### config.mk
export PLATFORM = sky130hd
export DESIGN_NAME = dpb_queue
export DESIGN_NICKNAME = d
export VERILOG_FILES = /design/src/dpb_pkg.sv /design/src/dpb_queue.sv
export SDC_FILE = /design/constraint.sdc
export NUM_CORES = 1
export LEC_CHECK = 0
export BUFFER_PORTS_ARGS = -buffer_cell sky130_fd_sc_hd__buf_2
export CORE_MARGIN = 2
export CORE_UTILIZATION = 55
export DETAILED_ROUTE_END_ITERATION = 16
export GPL_TIMING_DRIVEN = 0
export PLACE_DENSITY = 0.79
export SLEW_MARGIN = 20
export SYNTH_ARGS = -nofsm -noshare
export SYNTH_HDL_FRONTEND = slang
export SYNTH_SLANG_ARGS = --single-unit
### constraint.sdc
create_clock -name clk -period 5.3 [get_ports clk]
set_clock_uncertainty 0.1 [all_clocks]
set_input_delay 0.795 -clock clk [delete_from_list [all_inputs] [get_ports clk]]
set_output_delay 0.795 -clock clk [all_outputs]
set_load 0.01 [all_outputs]
### src/dpb_pkg.sv
// shared types, constants and widths of the depth pixel back-projection block
package dpb_pkg;

  localparam int MAX_WIDTH  = 2048;
  localparam int MAX_HEIGHT = 2048;

  localparam int COL_W = $clog2(MAX_WIDTH);
  localparam int ROW_W = $clog2(MAX_HEIGHT);

  localparam int DEPTH_W  = 16;
  localparam int COLOR_W  = 8;
  localparam int INV_W    = 24;
  localparam int GAIN_W   = 24;
  localparam int CENTER_W = 13;
  localparam int SKIP_W   = 3;
  localparam int DIM_W    = 12;
  localparam int Z_W      = 24;
  localparam int COORD_W  = 32;
  localparam int CFG_DATA_W = 24;
  localparam int CFG_IDX_W  = 3;

  localparam int SKIP_MAX = 4;

  localparam logic [Z_W-1:0] Z_MIN_Q = Z_W'(6553);
  localparam logic [Z_W-1:0] Z_ONE_Q = Z_W'(65536);
  localparam logic [Z_W-1:0] Z_SAT   = {Z_W{1'b1}};

  // depth product and its rounding into Q8.16
  localparam int PROD_W    = DEPTH_W + GAIN_W;
  localparam int Z_SHIFT   = 8;
  localparam int ZR_W      = PROD_W + 1 - Z_SHIFT;

  // offset in half pixels, its magnitude and the projection products
  localparam int POS_W = (COL_W > ROW_W) ? COL_W : ROW_W;
  localparam int OFF_W = ((POS_W + 1 > CENTER_W) ? POS_W + 1 : CENTER_W) + 1;
  localparam int MAG_W = OFF_W - 1;
  localparam int MZ_W  = MAG_W + Z_W;
  localparam int LO_W  = MZ_W / 2;
  localparam int HI_W  = MZ_W - LO_W;
  localparam int P_W   = MZ_W + INV_W;
  localparam int P_SHIFT = 25;
  localparam int R_W   = P_W + 1 - P_SHIFT;

  localparam int QUEUE_DEPTH = 4;
  localparam int QA_W = $clog2(QUEUE_DEPTH);
  localparam int QC_W = $clog2(QUEUE_DEPTH + 1);

  typedef enum logic [CFG_IDX_W-1:0] {
    REG_INV_FOCAL_X  = 3'd0,
    REG_INV_FOCAL_Y  = 3'd1,
    REG_CENTER_X     = 3'd2,
    REG_CENTER_Y     = 3'd3,
    REG_DEPTH_GAIN   = 3'd4,
    REG_SKIP_LOG2    = 3'd5,
    REG_IMAGE_WIDTH  = 3'd6,
    REG_IMAGE_HEIGHT = 3'd7
  } reg_idx_t;

  typedef struct packed {
    logic [INV_W-1:0]    inv_focal_x;
    logic [INV_W-1:0]    inv_focal_y;
    logic [CENTER_W-1:0] center_x;
    logic [CENTER_W-1:0] center_y;
    logic [GAIN_W-1:0]   depth_gain;
    logic [SKIP_W-1:0]   skip_log2;
    logic [DIM_W-1:0]    image_width;
    logic [DIM_W-1:0]    image_height;
  } cfg_t;

  typedef struct packed {
    logic [COL_W-1:0]   u;
    logic [ROW_W-1:0]   v;
    logic [DEPTH_W-1:0] depth_raw;
    logic [COLOR_W-1:0] blue;
    logic [COLOR_W-1:0] green;
    logic [COLOR_W-1:0] red;
    logic               frame_last;
  } q_entry_t;

  typedef struct packed {
    logic     push;
    q_entry_t entry;
  } q_push_t;

endpackage

### src/dpb_queue.sv
// short word queue between front and back end
module dpb_queue
  import dpb_pkg::*;
(
  input  logic     clk,
  input  logic     rst,
  input  q_push_t  q_push,
  output logic     full,
  input  logic     pop,
  output logic     empty,
  output q_entry_t head
);

  q_entry_t         entries [QUEUE_DEPTH];
  logic [QA_W-1:0]  wr_ptr;
  logic [QA_W-1:0]  rd_ptr;
  logic [QC_W-1:0]  count;

  assign full  = (count == QC_W'(QUEUE_DEPTH));
  assign empty = (count == '0);
  assign head  = entries[rd_ptr];

  always_ff @(posedge clk) begin
    if (q_push.push) begin
      entries[wr_ptr] <= q_push.entry;
    end
  end

  always_ff @(posedge clk) begin
    if (rst) begin
      wr_ptr <= '0;
      rd_ptr <= '0;
      count  <= '0;
    end else begin
      if (q_push.push) begin
        wr_ptr <= (wr_ptr == QA_W'(QUEUE_DEPTH - 1)) ? '0 : wr_ptr + QA_W'(1);
      end
      if (pop) begin
        rd_ptr <= (rd_ptr == QA_W'(QUEUE_DEPTH - 1)) ? '0 : rd_ptr + QA_W'(1);
      end
      if (q_push.push && !pop) begin
        count <= count + QC_W'(1);
      end else if (pop && !q_push.push) begin
        count <= count - QC_W'(1);
      end
    end
  end

  a_no_push_full: assert property (@(posedge clk) disable iff (rst)
    q_push.push |-> !full) else $error("push into full queue");
  a_no_pop_empty: assert property (@(posedge clk) disable iff (rst)
    pop |-> !empty) else $error("pop from empty queue");
  a_count_bound: assert property (@(posedge clk) disable iff (rst)
    count <= QC_W'(QUEUE_DEPTH)) else $error("queue count overflow");

endmodule

### Word-level counts from Yosys, hierarchy flattened

Memory sizes are Yosys's and may differ from the RTL's. A register that Yosys moved wholly into a read port is not among the register bits.
Cells that the tools add are included.

| storage, ports and cells | value |
|---|---|
| register bits after elaboration | 7 |
| bits in writable memories | 252 |
| bits of input ports | 67 |
| output and inout port bits | 65 |
| word-level logic and storage cells | 25 |
| memories kept | 1 |

| operators by class | value |
|---|---|
| add/subtract/negate cells | 4 |
| equal/unequal tests | 3 |
| muxes and demuxes | 8 |
| reduce and logical (&&, ||, !) cells | 6 |

Memory list:

| memory | depth | width | rd ports | clocked after memory_dff | wr ports | line | RTL |
|---|---|---|---|---|---|---|---|
| entries | 4 | 63 | 1 | 1 | 1 | dpb_queue.sv:14 | `q_entry_t entries [QUEUE_DEPTH];` |

Operators by type and width:

| cell | count |
|---|---|
| $mux 2 | 4 |
| $mux 3 | 2 |
| $add 2x1->2 const B | 2 |
| $eq 2x2->1 const B | 2 |
| $add 3x1->3 const B | 1 |
| $eq 3x3->1 const B | 1 |
| $logic_not 3->1 | 1 |
| $sub 3x1->3 const B | 1 |
| $logic_and 1x1->1 | 2 |
| $logic_not 1->1 | 2 |
| $mux 1 | 2 |
| $reduce_bool 2->1 | 1 |

### Logic depth before layout (Yosys ltp)

| logic depth | value |
|---|---|
| word-level depth | 4 |
| depth in mapped cells | 7 |
| mapped depth without buffers | 7 |

### Least setup slack after synthesis

OpenSTA, ideal clock, no wires.

| path | value |
|---|---|
| path kind | input-to-reg |
| start | input q_push[63] (netlist name) |
| end | memory entries[0][0] (netlist name) (enable) |
| library setup time | 427 ps |
| arrival time | 2279 ps |
| path slack | 2493 ps |
| stages on the path | 1 |
| cells stage by stage | and2_1 |

| on the way | value |
|---|---|
| cells in the longest elaborated chain, start to end | 2 |

Ends and longest elaborated chain:

| item | line | RTL |
|---|---|---|
| from (decl) | dpb_queue.sv:7 | `input q_push_t q_push,` |
| $mux 1 | dpb_queue.sv:24 | `if (q_push.push) begin` |
| $mux 1 (not written as such) | dpb_queue.sv:25 | `entries[wr_ptr] <= q_push.entry;` |
| to (decl) | dpb_queue.sv:14 |  |

No other way between the ends.

==> metrics.txt <==
outcome=completed; final hold violation count=0; syn nets=between 400 and 500; Root Buffer=clkbuf_16; Mapped Area=9600 µm²; vias in the first global route=roughly 4700; H-Tree Depth=1; core region area=17200 µm²; Die W=136 µm; largest fanout on the critical path=10; Overall Global Routing Usage=0.181; slowest CP cell=clkbuf_1; aggregate global routing overflow=0; largest net degree at the start of global routing=45; Crit path top cell by count=buf_2; Yosys reg bits=between 200 and 300; final core occ=0.672; P&R area growth vs syn=20.1%; fraction of layout cells with a size suffix above 1=0.455; final slew viol count=0; final period utilization=0.579; crit path time final=3.07 ns; total CTS buffers=26; DR WL/cell=21.2 µm; CTS clock-pin slew for the worst setup and hold paths=0.06 ns; setup repair bufs after CTS=0; Starting Density=0.559; NumNets Final=610; CTS Buffer Depth=3; Cell Chain, Critical Path=clkbuf_1 > buf_2 > mux4_2 > buf_2; Placement Setup Slack=~2.8 ns; Crit. End Element=output pin; post-CTS sizing=0; Hold Path Class=input pin to flip-flop; ant diodes=0; VDD IR-drop max=0.000296 V; DR DRC count=0; Post-synth ARST share=0; Seq/Total Area, Yosys=0.807; Die ar.=18500 µm²; Pwr Total=4.64 mW; Final ANT Viol Nets=0; final setup fails=0; Post-synth top flop=edfxtp_1; Lkg Pwr=about 4.0 nW; Startpoint Class=flip-flop; clk sinks=261; CP Data Arrival Time=2.17 ns; total negative setup slack=0 ns; Max-cap violations=0; CTS tree=built; CP required=roughly 4.4 ns; Post-synth EDFFs=252; CP Class=flip-flop to output pin; IO buf count=131; gpl congestion=0.705; total number of vias=approximately 4400; pwr dens=402 nW/µm²; slack of the critical path=2.23 ns; Post-Syn Instances=approximately 370; placed insts=733; # IOs=132; num rows=between 40 and 50; hpwl dp=10100 µm; most common cell after layout, fill and taps aside=edfxtp_1; number of DRC markers in iteration 0=~240; Worst Tran Pin Value=around 0.57 ns; Syn Area/Cell=around 26 µm²; Die Ht=136 µm; Netlist cell types=20; RSZ-0062 raised after global routing=no; vias per std cell=5.60; Rel. slew slack=0.622; fmax=roughly 330 MHz; Synth Warn #=0; # hold bufs at CTS=0; initial antenna violation count=0; Routed WL=16600 µm; first-pass GRT wire length=25200 µm; largest stage delay on the critical path=0.44 ns; Worst-Skew Late Latency=0.51 ns; Final Non-Filler Cells=779; most frequent cells in the layout=252 x edfxtp_1, 137 x buf_2, 60 x mux4_2; Initial DRT Pass Iterations=4
kinds of logic (layout without fill, tap and decap cells):
logic type                 after synthesis  after routing  synth area share
muxes                                   67             67             0.153
buffers and inverters                   18            199            0.0188
xor gates and xnor gates                 2              2           0.00182
DFF                                    261            261             0.807
AOI/OAI and AO/OA                        3              3           0.00156
and+or+nand+nor                         15             15           0.00808
adders and majority gates                7              7           0.00990
synth_stat cells (2+ instances only):
cell / instances / area share
a21oi_1: 2 / 0.0010
and2_1: 4 / 0.0026
buf_12: 6 / 0.013
buf_2: 6 / 0.0031
dfxtp_1: 9 / 0.019
edfxtp_1: 252 / 0.79
ha_1: 6 / 0.0078
inv_1: 4 / 0.0016
mux2i_1: 4 / 0.0042
mux4_1: 3 / 0.0082
mux4_2: 60 / 0.14
nor2_1: 7 / 0.0027
nor3b_1: 2 / 0.0016
xor2_1: 2 / 0.0018
worst max-delay path: cells and delay by family (launching register included):
kind / cells / cell delay (ns)
multiplexers: 1 / 0.36
buffers and inverters: 3 / 0.99
flip-flops: 1 / 0.30
layer usage:
layer | vias up | GRT usage | wire length (µm) | share of wire
met3 | 24 | 0.0350 | 1020 | 0.062
li1 | 1919 | - | - | -
met5 | - | 0 | 0 | 0
met2 | 144 | 0.320 | 8580 | 0.52
met4 | 0 | 0.0417 | 267 | 0.016
met1 | 2279 | 0.236 | 6680 | 0.40
final cells by class:
| cell class | instances | area (µm²) |
|---|---|---|
| repair buffers | 135 | 766 |
| clock inverters | 14 | 181 |
| plain buffers | 14 | 165 |
| multi-input cells | 94 | 1690 |
| inverters | 4 | 15.0 |
| well taps | 225 | 282 |
| fillers | 1129 | 5640 |
| flip-flops and latches | 261 | 7750 |
| clock buffers | 32 | 694 |
final timing paths:
path / startpoint / endpoint / slack [ns] / cells after the start
worst min-delay path: q_push[47] / entries[1][47]$_DFFE_PP_ / 0.40 / 1
worst min register to register: count[2]$_SDFFE_PP0P_ / count[2]$_SDFFE_PP0P_ / 0.43 / 2
worst max-delay path: flip-flop / head[31] / 2.23 / 4
worst max register to register: wr_ptr[0]$_SDFFE_PP0P_ / entries[3][14]$_DFFE_PP_ / 3.55 / 3
sequential cells by signal (all words and copies together) (netlist names), named ones only:
| signal | flops |
|---|---|
| entries | 252 |
| count | 3 |
| rd_ptr | 2 |
| wr_ptr | 2 |
per-stage QoR:
step,hold WS [ns],area [µm²]
floorplan,0.360,9600
global placement,0.377,10500
detailed placement,0.423,10700
CTS,0.374,11500
global route,0.375,11500
finish,0.396,11500
where the power goes:
group          internal (mW)  switching (mW)  total, mW
registers               2.36          0.0250       2.39
logic                  0.192           0.211      0.403
clock network           1.13           0.722       1.85
Note: power is estimated with default switching activity, not from simulation.
